## config.mk

```make
export PLATFORM = sky130hd
export DESIGN_NAME = pipfan_decide
export DESIGN_NICKNAME = d
export VERILOG_FILES = /design/src/hw/rtl/pipfan_pkg.sv /design/src/hw/rtl/pipfan_decide.sv
export SDC_FILE = /design/constraint.sdc
export NUM_CORES = 1
export LEC_CHECK = 0
export ABC_CLOCK_PERIOD_IN_PS = 1550
export BUFFER_PORTS_ARGS = -buffer_cell sky130_fd_sc_hd__buf_2
export CORE_MARGIN = 8
export CORE_UTILIZATION = 30
export CTS_BUF_LIST = sky130_fd_sc_hd__clkbuf_2 sky130_fd_sc_hd__clkbuf_4 sky130_fd_sc_hd__clkbuf_8
export DETAILED_ROUTE_END_ITERATION = 10
export SKIP_CTS_REPAIR_TIMING = 1
export SLEW_MARGIN = 20
export SYNTH_ARGS = -nofsm -noshare
export SYNTH_HDL_FRONTEND = slang
export SYNTH_SLANG_ARGS = --single-unit
```

## constraint.sdc

```tcl
create_clock -name clk_i -period 1.55 [get_ports clk_i]
set_input_delay 0.31 -clock clk_i [delete_from_list [all_inputs] [get_ports clk_i]]
set_output_delay 0.31 -clock clk_i [all_outputs]
set_load 0.005 [all_outputs]
```

## src/hw/rtl/pipfan_pkg.sv

```systemverilog
`default_nettype none

package pipfan_pkg;

  // Control that travels with each word down the pipeline.
  typedef struct packed {
    logic valid;
    logic start;
    logic last;
  } ctrl_t;

  localparam ctrl_t CtrlIdle = '{valid: 1'b0, start: 1'b0, last: 1'b0};

endpackage

`default_nettype wire

```

## src/hw/rtl/pipfan_decide.sv

```systemverilog
`default_nettype none

module pipfan_decide #(
  parameter int COORD_BITS = 24
) (
  input  wire logic                           clk_i,
  input  wire logic                           rst_ni,
  input  wire logic                           adv_i,
  input  wire pipfan_pkg::ctrl_t              ctrl_i,
  input  wire logic signed [2*COORD_BITS+3:0] d_i,
  input  wire logic signed [2*COORD_BITS+3:0] nb_i,
  input  wire logic signed [2*COORD_BITS+3:0] na_i,
  input  wire logic signed [2*COORD_BITS+3:0] sum_i,
  output logic                                out_valid_o,
  output logic                                inside_res_o
);
  import pipfan_pkg::*;

  localparam int SW = 2 * COORD_BITS + 4;

  logic d_zero, d_neg, nb_zero, nb_neg, na_zero, na_neg;
  logic hit_pos, hit_neg, hit;
  logic parity_q, parity_d;
  logic out_valid_q, inside_q;

  assign d_zero  = (d_i == '0);
  assign d_neg   = d_i[SW-1];
  assign nb_zero = (nb_i == '0);
  assign nb_neg  = nb_i[SW-1];
  assign na_zero = (na_i == '0);
  assign na_neg  = na_i[SW-1];

  // Same test for both orientations, with every inequality flipped when d < 0.
  assign hit_pos = !nb_neg && !nb_zero && (nb_i <= d_i) && !na_neg && (sum_i <= d_i);
  assign hit_neg = nb_neg && (nb_i >= d_i) && (na_neg || na_zero) && (sum_i >= d_i);
  assign hit     = !d_zero && (d_neg ? hit_neg : hit_pos);

  always_comb begin
    parity_d = parity_q;
    if (ctrl_i.valid) begin
      if (ctrl_i.start) begin
        parity_d = 1'b0;
      end else if (hit) begin
        parity_d = !parity_q;
      end
    end
  end

  always_ff @(posedge clk_i or negedge rst_ni) begin
    if (!rst_ni) begin
      parity_q    <= 1'b0;
      out_valid_q <= 1'b0;
    end else if (adv_i) begin
      parity_q    <= parity_d;
      out_valid_q <= ctrl_i.valid && ctrl_i.last;
    end
  end

  always_ff @(posedge clk_i) begin
    if (adv_i) begin
      inside_q <= parity_d;
    end
  end

  assign out_valid_o  = out_valid_q;
  assign inside_res_o = inside_q;

endmodule

`default_nettype wire

```

==> out/metrics.csv <==
metric,value,unit
start_util,30.9,%
die_x,116,µm
hold_viol,0,
post-route-drc-count,0,
power_frac_seq,5.7,%
first_pass_iters,4,
netlist_instances,399,
grt_pass1_wl,21000,µm
dp.cells,861,
dr_total_vias,4380,
highest_layer,met4,
routed_wl,13700,µm
hold_path_end,out_valid_o,
fmax,360,MHz
seqCellArea,80.1,µm²
grt_max_degree,6,
nets,1054,
gp_routability_congestion,0.870,
antenna_found_initial,0,
drv_cap,0,
met3_length,959,µm
outcome,finished with violations,
p_sw,0.000688,W
ios,216,
numCtsBuffers,3,
critPathMaxStageDelay,0.34,ns
multi_input_area,3050,µm²
die_area,13500,µm²
vias_per_cell,5.05,
maxSlewViolCount,0,
clkTransAtPathRegs,0.03,ns
nFillCells,929,
clockPowerShare,14.3,%
crit_required,1.62,ns
clk_latency,0.22,ns
htree_levels,1,
synth_cell_type_count,41,
synth-edff-count,1,
numPortBuffers,215,
worstReg2RegStart,parity_q,
reg2reg_slack,0.63,ns
arrival,2.85,ns
rsz0062_at_grt,yes,
rows,36,
internal_power,0.00104,W
worstPathMaxFanout,3,
p_sw_share,39.8,%
met2WireLength,6840,µm
syn_avg_cell_area,7.57,µm²
met1_length,5680,µm
ir_drop,0.189,mV
layout.cells.non_filler,868,
power_per_cell_area,310,nW/µm²
track_usage,18.9,%
min_from,ctrl_i[0],
p_leak,3.01,nW
ant_nets,0,
cts_tree,done,
relSlewSlack,70.3,%
fin_crit,2.78,ns
core,9770,µm²
whs_path_depth,3,
min_period_over_period,179,%
drive_above_1_share,52.8,%
area_growth,84.7,%
fin_ws,-1.23,ns
synth_ff_type,dfrtp_1,
hpwl,12800,µm
synth_warnings,0,
start_kind,primary input,
cp_slowest_cell,a221o_1,
die_h,116,µm
wire_per_inst,15.8,µm
syn_area,3020,µm²
detail_route.iter0.violations,138,
path_class,in -> reg,
overflow,0,
path_cells,"buf_2, inv_1, ha_4, a21oi_2, o21ai_1, a221o_1, o31ai_2, buf_4, o211a_1, mux2_4, a32o_2, a221o_1, o21ai_1",
rr_worst_depth,3,
holdCritPathClass,in -> reg,
ys_seq_elements,3,
fin_util,57.1,%
num_antenna_cells,0,
root_buffer,clkbuf_8,
setup_viol,2,
combPwrFrac,79.9,%
violations,negative setup slack,
synth_nets,717,
async_flop_share,66.7,%
grt_pass1_vias,4634,
worst_pin_slew,0.442,ns
crit_path_end_kind,flip-flop,
fin_skew,0.00365,ns
r2r-end,inside_res_o,
cts_buffer_depth,2,
cts_sinks,3,
ys_seq_area_share,2.65,%
power.total,0.00173,W
## synthesized netlist by cell type (2+ instances only)
cell / count / area [µm²]
ha_1: 104 / 1300
inv_1: 59 / 221
nor4_1: 45 / 282
a21oi_1: 37 / 185
nand4_1: 26 / 163
nand2_1: 25 / 93.8
nand3_1: 17 / 85.1
o21ai_0: 14 / 70.1
a21o_1: 12 / 90.1
and4_1: 6 / 52.6
nor3_1: 6 / 30.0
a221o_1: 4 / 40.0
nor2b_1: 4 / 25.0
a211oi_1: 3 / 22.5
a221oi_1: 3 / 26.3
nor2_1: 3 / 11.3
o211ai_1: 3 / 22.5
dfrtp_1: 2 / 50.1
o2111ai_1: 2 / 17.5
o31a_1: 2 / 17.5
o31ai_1: 2 / 15.0
## placed cells by master, fill, tap and decap left out, types with 3 or more instances in the layout
cell type,synthesis,final
ha_4,0,18
ha_1,104,85
nand2_1,25,25
a221o_1,4,4
nor4_1,45,43
and4_1,6,5
clkbuf_8,0,3
a21oi_1,37,32
inv_1,59,48
nor3_1,6,5
o21ai_0,14,9
o211ai_1,3,3
a21oi_2,0,4
a21o_1,12,12
nor2b_1,4,4
nand3_1,17,17
o21ai_1,0,4
inv_2,0,7
buf_2,0,211
buf_4,0,117
nand4_1,26,26
a221oi_1,3,3
## power groups by stage
stage | Clock (W) | Combinational [W] | Sequential (W)
final | 0.000247 | 0.00138 | 0.0000993
after CTS | 0.000256 | 0.00130 | 0.0000996
after detailed placement | 0 | 0.00129 | 0.000101
after global routing | 0.000261 | 0.00155 | 0.000101
after global placement | 0 | 0.00125 | 0.0000989
after floorplan | 0 | 0.000564 | 0.0000997
## cell type report
cell class	instances	share of cell area (%)
timing repair buffer	332	35.6
clock buffer	4	0.874
sequential	3	1.43
inverter	59	4.42
tap	133	2.98
multi-input combinational	337	54.7
## how the worst max path moves through the flow
| stage | from | endpoint | depth (start not counted) |
|---|---|---|---|
| floorplan | d_i[14] | inside_res_o | 11 |
| global placement | d_i[21] | inside_res_o | 13 |
| detailed placement | d_i[21] | inside_res_o | 13 |
| CTS | d_i[21] | inside_res_o | 13 |
| global route | d_i[21] | inside_res_o | 13 |
| finish | d_i[21] | inside_res_o | 13 |
## sequential cells by signal (all words and copies together) (netlist names)
| name | cells |
|---|---|
| inside_res_o | 1 |
| out_valid_o | 1 |
| parity_q | 1 |
## metal layers
metal	vias up	track usage (%)
li1	2251	-
met1	1955	23.0
met2	154	34.6
met3	20	2.17
met4	0	4.06
met5	-	0
## metrics by stage
step	hold slack (ns)	cell area [µm²]	setup TNS (ns)	setup slack [ns]
floorplan	0.0144	3150	-2.17	-1.11
global placement	0.0980	5250	-3.01	-1.53
detailed placement	0.0995	5250	-3.09	-1.56
CTS	-0.133	5300	-2.66	-1.34
global route	0.353	5580	-2.64	-1.34
finish	0.324	5580	-2.43	-1.23
## kinds of logic after synthesis
group	Yosys count	share of synthesized area [%]
flip-flops	3	2.65
buffers and inverters	59	7.33
AO/OA/AOI/OAI	93	20.2
multiplexers	1	0.373
adder cells (fa/ha/maj)	104	43.1
AND/OR/NAND/NOR	139	26.3
## critical path, delay by kind of cell
| family | cells | cell delay (ns) |
|---|---|---|
| adders and majority gates | 1 | 0.22 |
| muxes | 1 | 0.30 |
| AOI/OAI and AO/OA | 8 | 1.64 |
| buffers and inverters | 3 | 0.38 |
No activity file was read; power rests on OpenSTA's default activity.
