==> src/hw/rtl/pipfan_pkg.sv <==
`default_nettype none

package pipfan_pkg;

  // Control that travels with each word down the pipeline.
  typedef struct packed {
    logic valid;
    logic start;
    logic last;
  } ctrl_t;

  localparam ctrl_t CtrlIdle = '{valid: 1'b0, start: 1'b0, last: 1'b0};

endpackage

`default_nettype wire

==> src/hw/rtl/pipfan_cross.sv <==
`default_nettype none

module pipfan_cross #(
  parameter int COORD_BITS = 24
) (
  input  wire logic                          clk_i,
  input  wire logic                          rst_ni,
  input  wire logic                          adv_i,
  input  wire pipfan_pkg::ctrl_t             ctrl_i,
  input  wire logic signed [2*COORD_BITS+1:0] p_wu1_i,
  input  wire logic signed [2*COORD_BITS+1:0] p_u2v1_i,
  input  wire logic signed [2*COORD_BITS+1:0] p_v0u1_i,
  input  wire logic signed [2*COORD_BITS+1:0] p_u0v1_i,
  input  wire logic signed [2*COORD_BITS+1:0] p_u0w_i,
  input  wire logic signed [2*COORD_BITS+1:0] p_v0u2_i,
  output pipfan_pkg::ctrl_t                  ctrl_o,
  output logic signed [2*COORD_BITS+3:0]     d_o,
  output logic signed [2*COORD_BITS+3:0]     nb_o,
  output logic signed [2*COORD_BITS+3:0]     na_o,
  output logic signed [2*COORD_BITS+3:0]     sum_o
);
  import pipfan_pkg::*;

  localparam int SW = 2 * COORD_BITS + 4;

  ctrl_t ctrl_c_q, ctrl_s_q;
  logic signed [SW-1:0] d_c_q, nb_c_q, na_c_q;
  logic signed [SW-1:0] d_s_q, nb_s_q, na_s_q, sum_s_q;

  always_ff @(posedge clk_i or negedge rst_ni) begin
    if (!rst_ni) begin
      ctrl_c_q <= CtrlIdle;
      ctrl_s_q <= CtrlIdle;
    end else if (adv_i) begin
      ctrl_c_q <= ctrl_i;
      ctrl_s_q <= ctrl_c_q;
    end
  end

  // First stage forms the three cross products, the second adds na and nb.
  always_ff @(posedge clk_i) begin
    if (adv_i) begin
      d_c_q   <= SW'(p_wu1_i) - SW'(p_u2v1_i);
      nb_c_q  <= SW'(p_v0u1_i) - SW'(p_u0v1_i);
      na_c_q  <= SW'(p_u0w_i) - SW'(p_v0u2_i);
      d_s_q   <= d_c_q;
      nb_s_q  <= nb_c_q;
      na_s_q  <= na_c_q;
      sum_s_q <= na_c_q + nb_c_q;
    end
  end

  assign ctrl_o = ctrl_s_q;
  assign d_o    = d_s_q;
  assign nb_o   = nb_s_q;
  assign na_o   = na_s_q;
  assign sum_o  = sum_s_q;

endmodule

`default_nettype wire

==> config.mk <==
export PLATFORM = sky130hd
export DESIGN_NAME = pipfan_cross
export DESIGN_NICKNAME = d
export VERILOG_FILES = /design/src/hw/rtl/pipfan_pkg.sv /design/src/hw/rtl/pipfan_cross.sv
export SDC_FILE = /design/constraint.sdc
export NUM_CORES = 1
export LEC_CHECK = 0
export ABC_AREA = 0
export BUFFER_PORTS_ARGS = -buffer_cell sky130_fd_sc_hd__clkbuf_2
export CORE_MARGIN = 2
export CORE_UTILIZATION = 50
export CTS_BUF_LIST = sky130_fd_sc_hd__clkbuf_8
export DETAILED_ROUTE_END_ITERATION = 12
export PLACE_DENSITY = 0.75
export SLEW_MARGIN = 40
export SYNTH_ARGS = -nofsm -noshare
export SYNTH_HDL_FRONTEND = slang
export SYNTH_SLANG_ARGS = --single-unit
==> constraint.sdc <==
create_clock -name clk_i -period 4.3 [get_ports clk_i]
set_clock_uncertainty 0.1 [all_clocks]
set_input_delay 0.43 -clock clk_i [delete_from_list [all_inputs] [get_ports clk_i]]
set_output_delay 0.43 -clock clk_i [all_outputs]
set_load 0.02 [all_outputs]
==> impl_metrics.yaml <==
placement:
  dp_slack_ps: 751.7
  io_buffers: 516
  place_inst: 3210
  dp_hpwl_mm: 54.48
  finalWeightedCongestion: 0.9622
power:
  swShare_pct: 35.07
  power.density_nw_per_um2: 453.5
  power_leakage_nw: 12.32
  power_mw: 12.36
  clkPwrFrac_pct: 25.6
  ir_drop_uv: 345.2
  seqPwrFrac_pct: 41.2
  p_int_mw: 8.025
  netSwitchingPower_mw: 4.335
  share_comb_of_total_power_pct: 33.2
logic_synthesis:
  syn_inst: 2159
  ys_seq_elements: 364
  synth_area_sq_um: 22860
  postSynthAreaPerCell_sq_um: 10.59
  ys_types: 92
  ys.flop_type: "edfxtp_1"
  synth_edf_count: 358
  ys_async_sr_fraction_pct: 1.648
  yosys_warnings: 0
  seq_area_frac_synth_pct: 47.69
  synth_fp_nets: 2670
sta:
  rsz0062_at_grt: "no"
  holdWs_ps: 57.83
  period_minus_slack_ps: 3548
  tightest_slew_ps: 801.7
  setup_tns_ps: 0
  finalCritPeriodShare_pct: 82.52
  slew-limit-headroom_pct: 46.55
  fmax_mhz: 281.8
  layout_setup_ws_ps: 751.6
  slew_viol_final: 0
  hold_violations: 0
  finalSetupViolCount: 0
setup_path:
  endpoint_kind: "flip-flop"
  cp_slowest_cell: "nor3_1"
  crit_family: "compound AO/OA/AOI/OAI gates"
  path_cells: "ha_1 > fa_1 > a211oi_1 > o21a_1 > a211o_1 > a21oi_2 > nor3_1 > o21bai_1 > a21boi_0 > xnor2_1"
  crit_type: "reg2reg"
  crit_start: "nb_c_q[0]"
  critPathBufInv: 0
  crit_path_max_incr_delay_ps: 550
  critPathMaxFanout: 3
  cp.arrival_ps: 3850
  r2r_slack_ps: 750
  worstReg2RegStart: "nb_c_q[0]"
  cp.required_ps: 4610
  critPathLaunchType: "flip-flop"
detailed_routing:
  wl_per_cell_um: 20.13
  wl_met1_mm: 28.14
  ant_nets: 0
  drt_iter0_drc: 1175
  drt-total-wl_mm: 67.16
  first_pass_iters: 5
  drc_errors: 0
  viasPerCell: 5.584
  wl_met2_mm: 31.52
  wl_met3_mm: 4.660
  dr.max_layer_used: "met5"
  vias: 18630
floorplan:
  initial_core_util_pct: 50.47
  rows: 78
  die_h_um: 217.8
  dieWidth_um: 217.8
  die_area_sq_um: 47440
  core_area_sq_um: 45280
  num_io_pins: 517
global_route:
  grt_pass1_wl_mm: 102.1
  antenna_found_initial: 9
  grt_overflow: 0
  grtUsageTotal_pct: 27.98
  grt_max_degree: 98
  grt_pass1_vias: 18400
cells_and_area:
  fin_cells: 3336
  drive_gt1_share_pct: 24.23
  syn2layout_area_growth_pct: 19.23
  layout_common_cells: "clkbuf_2 (515), edfxtp_1 (358), inv_1 (214)"
  final_common_cell: "clkbuf_2"
  fin_nets: 3189
flow_run:
  maxCapViolations: 0
clock_network:
  cts.sinks: 364
  cts_tree: "yes"
  cts-htree-levels: 2
  clkLatencyLatePin_ps: 680
  cts_made_buffers: 61
  cts_buffer_depth: 3
  clk_pin_slew_ps: 60
  cts_root_buffer: "clkbuf_8"
  ctsResizeCount: 0
run_status:
  outcome: "complete, no violations"
worst_hold_path:
  hold_path_class: "in2reg"
  hp-start: "p_wu1_i[1]"
==> synthesized netlist by cell type, types with 7 or more instances <==
library cell	count	share of area [%]
o21ai_1	21	0.46
nand2b_1	12	0.33
or3_1	13	0.36
ha_1	201	11
and3_1	9	0.25
edfxtp_1	358	47
o31ai_1	15	0.49
o21bai_1	25	0.82
a21boi_0	7	0.23
a31o_2	8	0.31
inv_1	202	3.3
a31oi_1	29	0.79
clkbuf_1	48	0.79
a21oi_2	7	0.27
nand4_1	52	1.4
nand3_1	38	0.83
a211oi_1	18	0.59
xor2_1	77	3.0
nor2_1	135	2.2
nor2b_1	22	0.60
a21oi_1	187	4.1
xnor2_1	101	3.9
buf_2	13	0.28
nor3_1	30	0.66
a21o_1	96	3.2
o211ai_1	14	0.46
nand2_1	143	2.3
o21a_1	28	0.92
a221oi_1	7	0.27
o21ai_0	100	2.2
o2111ai_1	7	0.27
==> cells by family (layout without fill, tap and decap cells) <==
logic type      after synthesis  in the layout  synth area share [%]
compound gates              641            641                 18.66
simple gates                492            492                 10.37
flops                       364            364                 47.69
buf+inv                     271            840                 4.724
fa+ha+maj                   205            205                 11.35
xor+xnor                    178            178                 6.821
mux                           8              8                0.3832
other cells                   0              8                     0
==> cell type report <==
type	instances	area (sq um)
clock buffers	62	853.3
multi-input cells	1524	10880
repair buffers	525	2710
diodes	8	20.02
clock inverters	51	382.9
well taps	600	750.7
flip-flops and latches	364	10900
fillers	3853	18030
inverters	202	758.2
==> worst paths after layout <==
kind	end	depth (start not counted)
max	sum_o[22]	10
min	d_c_q[1]	2
max reg2reg	sum_o[22]	10
min reg2reg	d_o[17]	0
max in group asynchronous	ctrl_o[2]	3
min in group asynchronous	ctrl_c_q[1]	3
==> routing by layer <==
layer | global-route usage, % | vias up
li1 | - | 9054
met1 | 36.58 | 8744
met2 | 45.58 | 685
met3 | 4.770 | 142
met4 | 12.88 | 4
met5 | 0 | -
==> flip-flops by register name, indices dropped and copies added (netlist names) <==
signal and count:
na_o 51, nb_o 51, nb_c_q 51, d_c_q 51, ctrl_c_q 3, sum_o 52
d_o 51, ctrl_o 3, na_c_q 51
==> worst register-to-register path: cells and delay by family, from the launching register on <==
kind            cells  cell delay (ps)
flops               1              390
compound gates      6             1350
xor+xnor            1              130
fa+ha+maj           2              750
simple gates        1              550
==> power by group through the flow <==
stage	combinational (mW)	sequential, mW	clock (mW)
4_1_cts	4.08	5.10	3.24
3_3_place_gp	4.03	5.15	0
2_1_floorplan	2.38	5.46	0
6_report	4.10	5.10	3.16
5_1_grt	4.48	5.15	3.38
3_5_place_dp	4.05	5.16	0
==> repair_timing <==
action                                  4_1_cts  5_1_grt
hold endpoints to repair                      9        0
hold buffers                                  5        0
setup buffers                                 0        0
endpoints found under the setup margin        0        0
==> metrics by stage <==
step	cell area, sq um	utilization, %
global route	27250	60.17
detailed placement	25940	57.29
CTS	27230	60.13
floorplan	22860	-
global placement	25940	57.29
finish	27250	60.18
No activity file was read; power rests on OpenSTA's default activity.
