<file path="config.mk">
export PLATFORM = sky130hd
export DESIGN_NAME = pipfan_diff
export DESIGN_NICKNAME = d
export VERILOG_FILES = /design/src/hw/rtl/pipfan_pkg.sv /design/src/hw/rtl/pipfan_diff.sv
export SDC_FILE = /design/constraint.sdc
export NUM_CORES = 1
export LEC_CHECK = 0
export BUFFER_PORTS_ARGS = -buffer_cell sky130_fd_sc_hd__buf_2
export CORE_ASPECT_RATIO = 0.75
export CORE_UTILIZATION = 57
export CTS_CLUSTER_DIAMETER = 60
export DETAILED_ROUTE_END_ITERATION = 8
export PLACE_DENSITY = 0.84
export SLEW_MARGIN = 20
export SYNTH_ARGS = -nofsm -noshare
export SYNTH_HDL_FRONTEND = slang
export SYNTH_SLANG_ARGS = --single-unit
export TNS_END_PERCENT = 5
</file>
<file path="constraint.sdc">
create_clock -name clk_i -period 3.4 [get_ports clk_i]
set_clock_uncertainty 0.15 [all_clocks]
set_input_delay 1.02 -clock clk_i [delete_from_list [all_inputs] [get_ports clk_i]]
set_output_delay 1.02 -clock clk_i [all_outputs]
set_load 0.03 [all_outputs]
</file>
<file path="src/hw/rtl/pipfan_pkg.sv">
`default_nettype none

package pipfan_pkg;

  // Control that travels with each word down the pipeline.
  typedef struct packed {
    logic valid;
    logic start;
    logic last;
  } ctrl_t;

  localparam ctrl_t CtrlIdle = '{valid: 1'b0, start: 1'b0, last: 1'b0};

endpackage

`default_nettype wire

</file>
<file path="src/hw/rtl/pipfan_diff.sv">
`default_nettype none

module pipfan_diff #(
  parameter int COORD_BITS = 24
) (
  input  wire logic                         clk_i,
  input  wire logic                         rst_ni,
  input  wire logic                         adv_i,
  input  wire logic                         accept_i,
  input  wire logic                         start_i,
  input  wire logic                         last_i,
  input  wire logic signed [COORD_BITS-1:0] query_x_i,
  input  wire logic signed [COORD_BITS-1:0] query_y_i,
  input  wire logic signed [COORD_BITS-1:0] corner_a_x_i,
  input  wire logic signed [COORD_BITS-1:0] corner_a_y_i,
  input  wire logic signed [COORD_BITS-1:0] corner_b_x_i,
  input  wire logic signed [COORD_BITS-1:0] corner_b_y_i,
  output pipfan_pkg::ctrl_t                 ctrl_o,
  output logic signed [COORD_BITS:0]        u0_o,
  output logic signed [COORD_BITS:0]        v0_o,
  output logic signed [COORD_BITS:0]        u1_o,
  output logic signed [COORD_BITS:0]        v1_o,
  output logic signed [COORD_BITS:0]        u2_o,
  output logic signed [COORD_BITS:0]        w_o
);
  import pipfan_pkg::*;

  localparam int DW = COORD_BITS + 1;

  logic signed [COORD_BITS-1:0] point_x_q, point_y_q, origin_x_q, origin_y_q;
  ctrl_t ctrl_q;
  logic signed [DW-1:0] u0_q, v0_q, u1_q, v1_q, u2_q, w_q;

  // Fan state is written as the start word is taken, so the next word sees it.
  always_ff @(posedge clk_i or negedge rst_ni) begin
    if (!rst_ni) begin
      point_x_q  <= '0;
      point_y_q  <= '0;
      origin_x_q <= '0;
      origin_y_q <= '0;
    end else if (accept_i && start_i) begin
      point_x_q  <= query_x_i;
      point_y_q  <= query_y_i;
      origin_x_q <= corner_a_x_i;
      origin_y_q <= corner_a_y_i;
    end
  end

  always_ff @(posedge clk_i or negedge rst_ni) begin
    if (!rst_ni) begin
      ctrl_q <= CtrlIdle;
    end else if (adv_i) begin
      ctrl_q <= '{valid: accept_i, start: start_i, last: last_i};
    end
  end

  always_ff @(posedge clk_i) begin
    if (adv_i) begin
      u0_q <= DW'(point_x_q) - DW'(origin_x_q);
      v0_q <= DW'(point_y_q) - DW'(origin_y_q);
      u1_q <= DW'(corner_a_x_i) - DW'(origin_x_q);
      v1_q <= DW'(corner_a_y_i) - DW'(origin_y_q);
      u2_q <= DW'(corner_b_x_i) - DW'(origin_x_q);
      w_q  <= DW'(corner_b_y_i) - DW'(origin_y_q);
    end
  end

  assign ctrl_o = ctrl_q;
  assign u0_o   = u0_q;
  assign v0_o   = v0_q;
  assign u1_o   = u1_q;
  assign v1_o   = v1_q;
  assign u2_o   = u2_q;
  assign w_o    = w_q;

endmodule

`default_nettype wire

</file>
==> results of run 1 <==
-- power by group through the flow --
| stage | combinational (mW) | clock (mW) | sequential [mW] |
|---|---|---|---|
| after detailed placement | 5.63 | 0 | 4.43 |
| after global routing | 6.20 | 3.36 | 4.43 |
| after floorplan | 2.97 | 0 | 5.39 |
| after global placement | 5.43 | 0 | 4.41 |
| final | 5.74 | 3.20 | 4.38 |
| after CTS | 5.68 | 3.24 | 4.38 |
-- sequential cells by signal, summed over array words and instances, names as in the netlist --
register,count
u2_o,25
origin_y_q,24
u1_o,25
point_x_q,24
v0_o,25
origin_x_q,24
u0_o,25
v1_o,25
w_o,25
point_y_q,24
ctrl_o,3
-- layout by cell type (no fill, tap or decap), types with 25 or more instances in the layout --
cell type / synthesis / routed
nor2b_1: 25 / 25
xnor2_1: 78 / 78
a21o_1: 49 / 49
buf_4: 2 / 74
o21ai_0: 64 / 64
nor2_1: 74 / 74
o21a_1: 30 / 30
nand3_1: 25 / 25
inv_1: 105 / 105
a21oi_1: 128 / 128
dfrtp_1: 99 / 99
ha_1: 144 / 144
clkbuf_16: 0 / 28
mux2_2: 95 / 95
nand2_1: 80 / 79
edfxtp_1: 150 / 150
buf_2: 2 / 300
xor2_1: 34 / 34
-- final cells by class --
| type | instances | share of cell area, % |
|---|---|---|
| inverter | 105 | 2.04 |
| tap | 351 | 2.28 |
| clock inverter | 21 | 1.25 |
| multi-input combinational | 1088 | 43.2 |
| antenna | 6 | 0.0779 |
| sequential | 249 | 36.2 |
| clock buffer | 31 | 3.80 |
| timing repair buffer | 379 | 11.1 |
-- worst max-delay path, delay by kind of cell --
kind | cells | cell delay, ns
buffers and inverters | 3 | 0.38
AOI/OAI and AO/OA | 4 | 1.22
and+or+nand+nor | 2 | 0.15
xor gates and xnor gates | 1 | 0.17
adders and majority gates | 2 | 0.41
-- logic make-up after synthesis --
group / Yosys count
adders and majority gates: 150
DFF: 249
xor gates and xnor gates: 112
AOI/OAI and AO/OA: 414
buffers and inverters: 138
and+or+nand+nor: 312
muxes: 100
-- path summary, 6_finish.rpt --
kind                                      start             end  slack (ns)  cells past startpoint
worst min-delay path             origin_y_q[19]  origin_y_q[19]        0.36                      1
max in group asynchronous                rst_ni   point_x_q[23]        2.22                      2
worst max-delay path            corner_a_x_i[0]        u1_o[20]        0.19                     12
worst min register to register   origin_y_q[19]  origin_y_q[19]        0.36                      1
worst max register to register    origin_y_q[1]         w_o[17]        0.29                     10
min in group asynchronous                rst_ni   origin_y_q[2]        0.39                      2
-- per-layer routing --
metal / share of wire, % / GRT usage, % / wire length (µm) / vias up
li1: - / - / - / 6259
met1: 44 / 41.7 / 19100 / 6259
met2: 44 / 45.1 / 19000 / 594
met3: 8.7 / 7.21 / 3770 / 105
met4: 3.6 / 11.1 / 1560 / 4
met5: 0.060 / 0 / 26 / -
==> flow_summary.json, run 1 <==
{
  "cp.arrival_ns": 3.35,
  "switchingPower_mw": 5.13,
  "combPwrFrac_pct": 43.1,
  "hold_slack_ns": 0.357,
  "io_pins": 303,
  "firstDrtPassIters": 6,
  "yosys.area.top_type": "edfxtp_1",
  "period_share_pct": 94.4,
  "dieHeight_um": 146,
  "grt_pass1_vias": 13000,
  "wl_per_cell_um": 19.5,
  "cts_setup_buffers": 0,
  "synth_edf_count": 150,
  "max_stage_delay_ns": 0.52,
  "nNetsFinal": 2151,
  "cts_tree": "yes",
  "cts_made_buffers": 28,
  "seq_power_share_pct": 32.9,
  "final_util_pct": 71.1,
  "total_power_mw": 13.3,
  "fmax_ghz": 0.312,
  "synth-simple-area-share_pct": 9.96,
  "synth-compound-area-share_pct": 17.2,
  "drt_wl_total_mm": 43.4,
  "setup_violations": 0,
  "fp-row-count": 52,
  "netlist_area_um2": 15800,
  "crit_fanout": 3,
  "required_ns": 3.54,
  "clock_sinks": 249,
  "synth_xor_area_share_pct": 6.19,
  "cp-start-kind": "primary input",
  "grt_overflow": 0,
  "drt_iter0_drc": 1015,
  "cts_max_path_buffers": 3,
  "clkPwrFrac_pct": 24.0,
  "relSlewSlack_pct": 56.6,
  "synth-async-reset-ratio_pct": 39.8,
  "antenna_found_initial": 8,
  "path_common_cell": "o21ai_0",
  "ant_nets": 0,
  "dieArea_um2": 28500,
  "stdcell_count": 2230,
  "start_util_pct": 58.4,
  "worstSetupPathType": "in2reg",
  "final_max_slew_viol_count": 0,
  "cts_hold_buf": 0,
  "path_cells": "buf_2 -> inv_1 -> ha_1 -> fa_1 -> nor2b_1 -> o31a_1 -> o311ai_1 -> buf_4 -> nand3_1 -> o21ai_0 -> o21ai_0 -> xor2_1",
  "yosys_register_bits": 249,
  "multi_input_area_um2": 8330,
  "synth.top_cells.by_count": "edfxtp_1, ha_1, a21oi_1",
  "core_area_um2": 27100,
  "avgSynthCellArea_um2": 10.7,
  "preCtsSetupSlack_ns": -0.300,
  "die_w_um": 194,
  "slowest_stage": "o311ai_1",
  "ys.flop_type": "edfxtp_1",
  "setup_tns_ns": 0,
  "switching_share_pct": 38.5,
  "cts_resized": 0,
  "synthCells": 1475,
  "ys_top_cells_by_area": "edfxtp_1, dfrtp_1, ha_1, mux2_2, xnor2_1",
  "p_leak_nw": 8.85,
  "drive_gt1_share_pct": 29.4,
  "ff_latch_area_um2": 6980,
  "yosys_warnings": 0,
  "synth_top_family_by_area": "compound AO/OA/AOI/OAI gates",
  "grt_setup_unrepaired": "no",
  "portBuffers": 302,
  "maxCapViolations": 0,
  "gp_congestion": 0.897,
  "grt_usage_pct": 29.9,
  "power.density_nw_per_um2": 690,
  "hp-class": "reg2reg",
  "root_buffer": "clkbuf_16",
  "synth_cell_types": 82,
  "cts-htree-levels": 1,
  "hpwl_mm": 32.6,
  "layout_min_cycle_time_ns": 3.21,
  "syn2layout_area_growth_pct": 21.8,
  "clk_latency_ns": 0.56,
  "setup_slack_ns": 0.190,
  "clk_pin_slew_ns": 0.06,
  "synth_fa_ha_area_share_pct": 12.1,
  "worst_slew_pin_slew_ns": 0.644,
  "cp-end-kind": "flip-flop",
  "grt_pass1_wl_mm": 67.5,
  "yosysMostFrequentCell": "edfxtp_1",
  "vias": 13200,
  "vdd.ir_drop.worst_v": 0.000565,
  "final-hold-violation-count": 0,
  "fin_area_um2": 19300,
  "yosysTopAreaCellShare_pct": 28.4,
  "p_int_mw": 8.19,
  "nFillCells": 1994,
  "dp.cells": 2172,
  "status": "finished clean",
  "drc": 0,
  "synthMuxAreaShare_pct": 7.07,
  "postPlaceCellArea_um2": 18300,
  "syn-num-nets": 1775,
  "grt_start_max_net_pins": 101,
  "ys_seq_area_share_pct": 44.1,
  "viasPerCell": 5.93
}
Note: power is estimated with default switching activity, not from simulation.
==> inputs of run 2 (changes only) <==
--- a/config.mk
+++ b/config.mk
@@ -5,12 +5,14 @@
 export SDC_FILE = /design/constraint.sdc
 export NUM_CORES = 1
 export LEC_CHECK = 0
+export ABC_AREA = 1
 export BUFFER_PORTS_ARGS = -buffer_cell sky130_fd_sc_hd__buf_2
 export CORE_ASPECT_RATIO = 0.75
-export CORE_UTILIZATION = 57
+export CORE_UTILIZATION = 59
 export CTS_CLUSTER_DIAMETER = 60
+export CTS_CLUSTER_SIZE = 20
 export DETAILED_ROUTE_END_ITERATION = 8
-export PLACE_DENSITY = 0.84
+export PLACE_DENSITY = 0.85
 export SLEW_MARGIN = 20
 export SYNTH_ARGS = -nofsm -noshare
 export SYNTH_HDL_FRONTEND = slang
==> run 2 against run 1 <==
Effect of this change: global-route usage rose by 3.9 points; highest routed layer unchanged; routed wire length is 31% higher; sequential power shrank 3%; final cell count rose by 58%; register-to-register slack better by 0.69 ns; via count rose by 41%; final area rose by 14%; largest cell class unchanged; critical endpoint is now u0_o[21]; largest power group unchanged.
==> flow_summary.json, run 2 <==
{
  "yosysTopAreaCellShare_pct": 23.5,
  "crit_fanout": 5,
  "cts_made_buffers": 20,
  "drt_wl_total_mm": 57.0,
  "setup_tns_ns": 0,
  "yosys_register_bits": 249,
  "dieHeight_um": 158,
  "grt_usage_pct": 33.8,
  "cts_tree": "yes",
  "slowest_stage": "dfrtp_1",
  "worst_path_dominant_cell_family": "simple AND/OR/NAND/NOR gates",
  "synthCells": 2755,
  "netlist_area_um2": 19200,
  "rr_worst_depth": 9,
  "cts_resized": 0,
  "hp-class": "in2async",
  "clk_pin_slew_ns": 0.08,
  "clock_sinks": 249,
  "clk_latency_ns": 0.54,
  "period_share_pct": 71.1,
  "nNetsFinal": 3376,
  "timing.rr.end": "u0_o[21]",
  "hpwl_mm": 46.7,
  "core_area_um2": 31600,
  "cp-end-kind": "flip-flop",
  "synth_cell_types": 24,
  "grt_overflow": 0,
  "io_pins": 303,
  "antenna_found_initial": 6,
  "cp-start-kind": "flip-flop",
  "avgSynthCellArea_um2": 6.95,
  "total_power_mw": 12.2,
  "worst_slew_pin_slew_ns": 0.778,
  "ys_top_cells_by_area": "edfxtp_1, nand2_1, dfrtp_1, inv_1, ha_1",
  "final_max_slew_viol_count": 0,
  "path_common_cell": "nand2_1",
  "start_util_pct": 60.6,
  "firstDrtPassIters": 6,
  "path_cells": "inv_1 -> ha_1 -> nand2_1 -> nor2_1 -> nand2_1 -> nand3_1 -> nand2_1 -> nand4_1 -> nand2_1",
  "path_buf_inv": 1,
  "cp.arrival_ns": 2.55,
  "viasPerCell": 5.28,
  "yosysMostFrequentCell": "nand2_1",
  "grt_pass1_vias": 16600,
  "cts_hold_buf": 0,
  "worstSetupPathType": "reg2reg",
  "postPlaceCellArea_um2": 21300,
  "yosys_warnings": 0,
  "vdd.ir_drop.worst_v": 0.000477,
  "fmax_ghz": 0.414,
  "final-hold-violation-count": 0,
  "synth-async-reset-ratio_pct": 39.8,
  "drc": 0,
  "max_stage_delay_ns": 0.63,
  "required_ns": 3.54,
  "synth.top_cells.by_count": "nand2_1, inv_1, nor2_1",
  "cts_max_path_buffers": 3,
  "final_cell_mix": "nand2_1, inv_1, buf_2",
  "vias": 18600,
  "ys.flop_type": "edfxtp_1",
  "grt_pass1_wl_mm": 86.5,
  "synth_edf_count": 150,
  "portBuffers": 302,
  "die_w_um": 210,
  "setup_slack_ns": 0.984,
  "relSlewSlack_pct": 48.2,
  "syn-num-nets": 3055,
  "grt_start_max_net_pins": 53,
  "gp_congestion": 1.01,
  "p_leak_nw": 12.6,
  "layout_min_cycle_time_ns": 2.42,
  "final_common_cell": "nand2_1",
  "setup_violations": 0,
  "yosys.area.top_type": "edfxtp_1",
  "status": "finished clean",
  "maxCapViolations": 0,
  "drive_gt1_share_pct": 14.7,
  "grt_setup_unrepaired": "no",
  "rrSetupSlack_ns": 0.98,
  "fin_area_um2": 22000,
  "ys_seq_area_share_pct": 36.5,
  "r2r-start": "origin_x_q[1]",
  "wl_per_cell_um": 16.1,
  "dieArea_um2": 33200,
  "root_buffer": "clkbuf_16",
  "ant_nets": 0,
  "final_util_pct": 69.5,
  "cts-htree-levels": 1,
  "preCtsSetupSlack_ns": 0.517,
  "drt_iter0_drc": 1904,
  "power.density_nw_per_um2": 556,
  "syn2layout_area_growth_pct": 14.7,
  "fp-row-count": 56,
  "cts_setup_buffers": 0,
  "nFillCells": 2647
}
-- run 2: cell types whose count changed after synthesis, moves of 37 or more --
cell and delta:
a21o_1 -49, inv_1 +488, xnor2_1 -72, xor2_1 +37, nor2_2 +39, nor2_1 +123
nand3_1 +96, o21ai_0 -60, mux2_2 -48, nand2_1 +962
-- run 2: cells by family after synthesis --
family,Yosys count,synth area share [%]
adder cells (fa/ha/maj),150,10.0
buffers and inverters,609,12.0
flip-flops,249,36.5
multiplexers,47,2.76
XOR/XNOR,77,3.52
AND/OR/NAND/NOR,1496,31.9
AO/OA/AOI/OAI,127,3.32
-- run 2: area by class of cell --
class,count,area (µm²),area share [%]
inverter,593,2230,10.1
antenna,5,12.5,0.0570
clock buffer,26,554,2.52
timing repair buffer,315,1670,7.59
sequential,249,6980,31.8
tap,435,544,2.48
multi-input combinational,1897,9880,45.0
clock inverter,10,98.8,0.450
-- run 2: worst max-delay path by stage --
| stage | start | endpoint | slack [ns] | cells past startpoint |
|---|---|---|---|---|
| 4_1_cts | v0_o[3] | v0_o[3] | 1.01 | 1 |
| 2_1_floorplan | corner_a_x_i[0] | u1_o[20] | 0.78 | 10 |
| 3_3_place_gp | corner_b_x_i[0] | u2_o[24] | 0.54 | 12 |
| 6_report | origin_x_q[1] | u0_o[21] | 0.98 | 9 |
| 3_5_place_dp | corner_b_x_i[0] | u2_o[20] | 0.52 | 11 |
| 5_1_grt | origin_x_q[1] | u1_o[21] | 0.90 | 9 |
-- run 2: layer usage --
metal,track usage (%),wire length (µm),share of wire (%)
met1,50.3,26000,46
met5,0,13,0.023
met3,5.38,5420,9.5
met4,10.8,1860,3.3
met2,50.0,23700,42
-- run 2: power breakdown --
part | switching [mW] | internal (mW) | total [mW] | leakage, nW
sequential | 0.234 | 3.99 | 4.23 | 2.60
clock | 1.23 | 1.21 | 2.43 | 0.322
combinational | 3.85 | 1.70 | 5.55 | 9.65
-- run 2: per-stage QoR --
stage	instances	hold slack (ns)
2_1_floorplan	2755	0.335
3_3_place_gp	3489	0.338
3_5_place_dp	3489	0.348
4_1_cts	3525	0.320
5_1_grt	3529	0.334
6_report	3530	0.308
-- run 2: worst register-to-register path: cells and delay by family (launching register included) --
kind          cells  cell delay, ns
simple gates      7            0.77
buf+inv           1            0.26
fa+ha+maj         1            0.37
flops             1            0.63
==> inputs of run 3 (changes only) <==
--- a/config.mk
+++ b/config.mk
@@ -5,14 +5,14 @@
 export SDC_FILE = /design/constraint.sdc
 export NUM_CORES = 1
 export LEC_CHECK = 0
-export ABC_AREA = 1
+export ABC_AREA = 0
 export BUFFER_PORTS_ARGS = -buffer_cell sky130_fd_sc_hd__buf_2
 export CORE_ASPECT_RATIO = 0.75
-export CORE_UTILIZATION = 59
+export CORE_UTILIZATION = 57
 export CTS_CLUSTER_DIAMETER = 60
 export CTS_CLUSTER_SIZE = 20
 export DETAILED_ROUTE_END_ITERATION = 8
-export PLACE_DENSITY = 0.85
+export PLACE_DENSITY = 0.84
 export SLEW_MARGIN = 20
 export SYNTH_ARGS = -nofsm -noshare
 export SYNTH_HDL_FRONTEND = slang
==> constraint.sdc (replaced) <==
create_clock -name clk_i -period 2.5 [get_ports clk_i]
set_clock_uncertainty 0.15 [all_clocks]
set_input_delay 0.75 -clock clk_i [delete_from_list [all_inputs] [get_ports clk_i]]
set_output_delay 0.75 -clock clk_i [all_outputs]
set_load 0.03 [all_outputs]
==> run 3 against run 2 <==
Effect of this change: the flow now finishes with violations (negative setup slack); register-to-register slack worse by 1.3 ns; first-iteration DRC count decreased by 52%; count of clock-buffer cells in the layout shrank 1; combinational power is 74% higher; final area down 0.59%; global-route usage fell by 0.57 points; via count shrank 23%; critical path depth is 6 higher; final cell count decreased by 30%; non-clock buffer count grew 323; routed wire length is 15% lower; critical endpoint is now u2_o[4]; largest cell class unchanged.
==> flow_summary.json, run 3 (same netlist as run 1, synthesis figures left out) <==
{
  "cts_tree": "yes",
  "worstSetupPathType": "reg2reg",
  "antenna_found_initial": 9,
  "grt_usage_pct": 33.2,
  "total_power_mw": 18.9,
  "combPwrFrac_pct": 50.8,
  "cts_made_buffers": 20,
  "grt_start_max_net_pins": 55,
  "required_ns": 2.63,
  "ant_nets": 0,
  "io_pins": 303,
  "grt_overflow": 0,
  "dp.cells": 2412,
  "syn2layout_area_growth_pct": 37.8,
  "layout_min_cycle_time_ns": 2.79,
  "clkPwrFrac_pct": 17.7,
  "grt_pass1_wl_mm": 75.3,
  "p_leak_nw": 10.1,
  "multi_input_area_um2": 9160,
  "fin_area_um2": 21800,
  "cp.arrival_ns": 2.91,
  "final-hold-violation-count": 0,
  "stdcell_count": 2475,
  "status": "finished, violations left",
  "start_util_pct": 58.4,
  "firstDrtPassIters": 5,
  "drt_iter0_drc": 916,
  "power.density_nw_per_um2": 868,
  "nNetsFinal": 2402,
  "grt_setup_unrepaired": "yes",
  "root_buffer": "clkbuf_16",
  "hp-class": "in2reg",
  "hold_slack_ns": 0.306,
  "crit_fanout": 4,
  "vias": 14400,
  "cp-start-kind": "flip-flop",
  "p_int_mw": 11.4,
  "seq_power_share_pct": 31.5,
  "setup_tns_ns": -7.61,
  "setup_violations": 64,
  "period_share_pct": 111,
  "grt_pass1_vias": 14600,
  "worstHoldPathCells": 2,
  "maxCapViolations": 0,
  "cp-end-kind": "flip-flop",
  "setup_slack_ns": -0.287,
  "drc": 0,
  "fmax_ghz": 0.359,
  "final_max_slew_viol_count": 0,
  "ff_latch_area_um2": 6990,
  "viasPerCell": 5.80,
  "clock_sinks": 249,
  "cts-htree-levels": 1,
  "drt_wl_total_mm": 48.6,
  "clk_latency_ns": 0.53,
  "final_util_pct": 80.5,
  "hpwl_mm": 35.6,
  "switching_share_pct": 39.7,
  "preCtsSetupSlack_ns": -0.856,
  "postPlaceCellArea_um2": 20200,
  "die_w_um": 194,
  "vdd.ir_drop.worst_v": 0.000669,
  "portBuffers": 302,
  "rrSetupSlack_ns": -0.29,
  "switchingPower_mw": 7.51,
  "wl_per_cell_um": 19.6,
  "rr_worst_depth": 15,
  "relSlewSlack_pct": 63.6,
  "final_cell_mix": "buf_4, buf_2, edfxtp_1",
  "worst_slew_pin_slew_ns": 0.542,
  "drive_gt1_share_pct": 43.6,
  "dieHeight_um": 146,
  "dieArea_um2": 28500,
  "cts_max_path_buffers": 3,
  "core_area_um2": 27100,
  "fp-row-count": 52,
  "final_common_cell": "buf_4",
  "violations": "negative setup slack",
  "clk_pin_slew_ns": 0.08,
  "nFillCells": 1707,
  "gp_congestion": 0.921
}
-- run 3: critical path: stages (launching register included) --
cell,delay (ns)
dfrtp_2,0.47
buf_6,0.15
ha_4,0.16
fa_2,0.37
nor2b_4,0.15
buf_4,0.12
buf_4,0.10
buf_4,0.10
buf_4,0.10
buf_4,0.10
buf_4,0.09
buf_4,0.09
buf_4,0.09
o21a_1,0.14
nor2_2,0.04
xnor2_1,0.12
-- run 3: final timing paths --
kind | from | end
worst min-delay path | query_x_i[5] | point_x_q[5]
max in group asynchronous | rst_ni | point_x_q[16]
worst min register to register | point_y_q[0] | point_y_q[0]
min in group asynchronous | rst_ni | origin_x_q[0]
worst max-delay path | origin_x_q[0] | u2_o[4]
worst max register to register | origin_x_q[0] | u2_o[4]
-- run 3: layout make-up --
type	instances	area share (%)
Tap cell	351	2.01
Multi-Input combinational cell	1088	42.0
Clock buffer	25	2.57
Antenna cell	8	0.0917
Inverter	105	1.92
Clock inverter	11	0.516
Timing Repair Buffer	638	18.9
Sequential cell	249	32.0
-- run 3: per-layer routing --
| layer | wire [µm] | GRT usage, % |
|---|---|---|
| met1 | 20800 | 44.7 |
| met2 | 22600 | 53.3 |
| met3 | 3580 | 7.14 |
| met4 | 1620 | 11.7 |
| met5 | 10 | 0 |
-- run 3: power by group through the flow --
stage | registers, mW | logic, mW | clock network, mW
floorplan | 7.33 | 4.05 | 0
global placement | 6.00 | 8.40 | 0
detailed placement | 6.03 | 8.73 | 0
CTS | 5.95 | 9.18 | 3.38
global route | 6.03 | 10.3 | 3.52
finish | 5.96 | 9.63 | 3.36
-- run 3: repair_timing --
action / CTS / global route
hold endpoints to repair: 22 / 0
gates resized for setup: 110 / 68
setup endpoints to repair: 82 / 89
setup buffers: 17 / 1
pin swaps: 40 / 19
hold buffers: 1 / 0
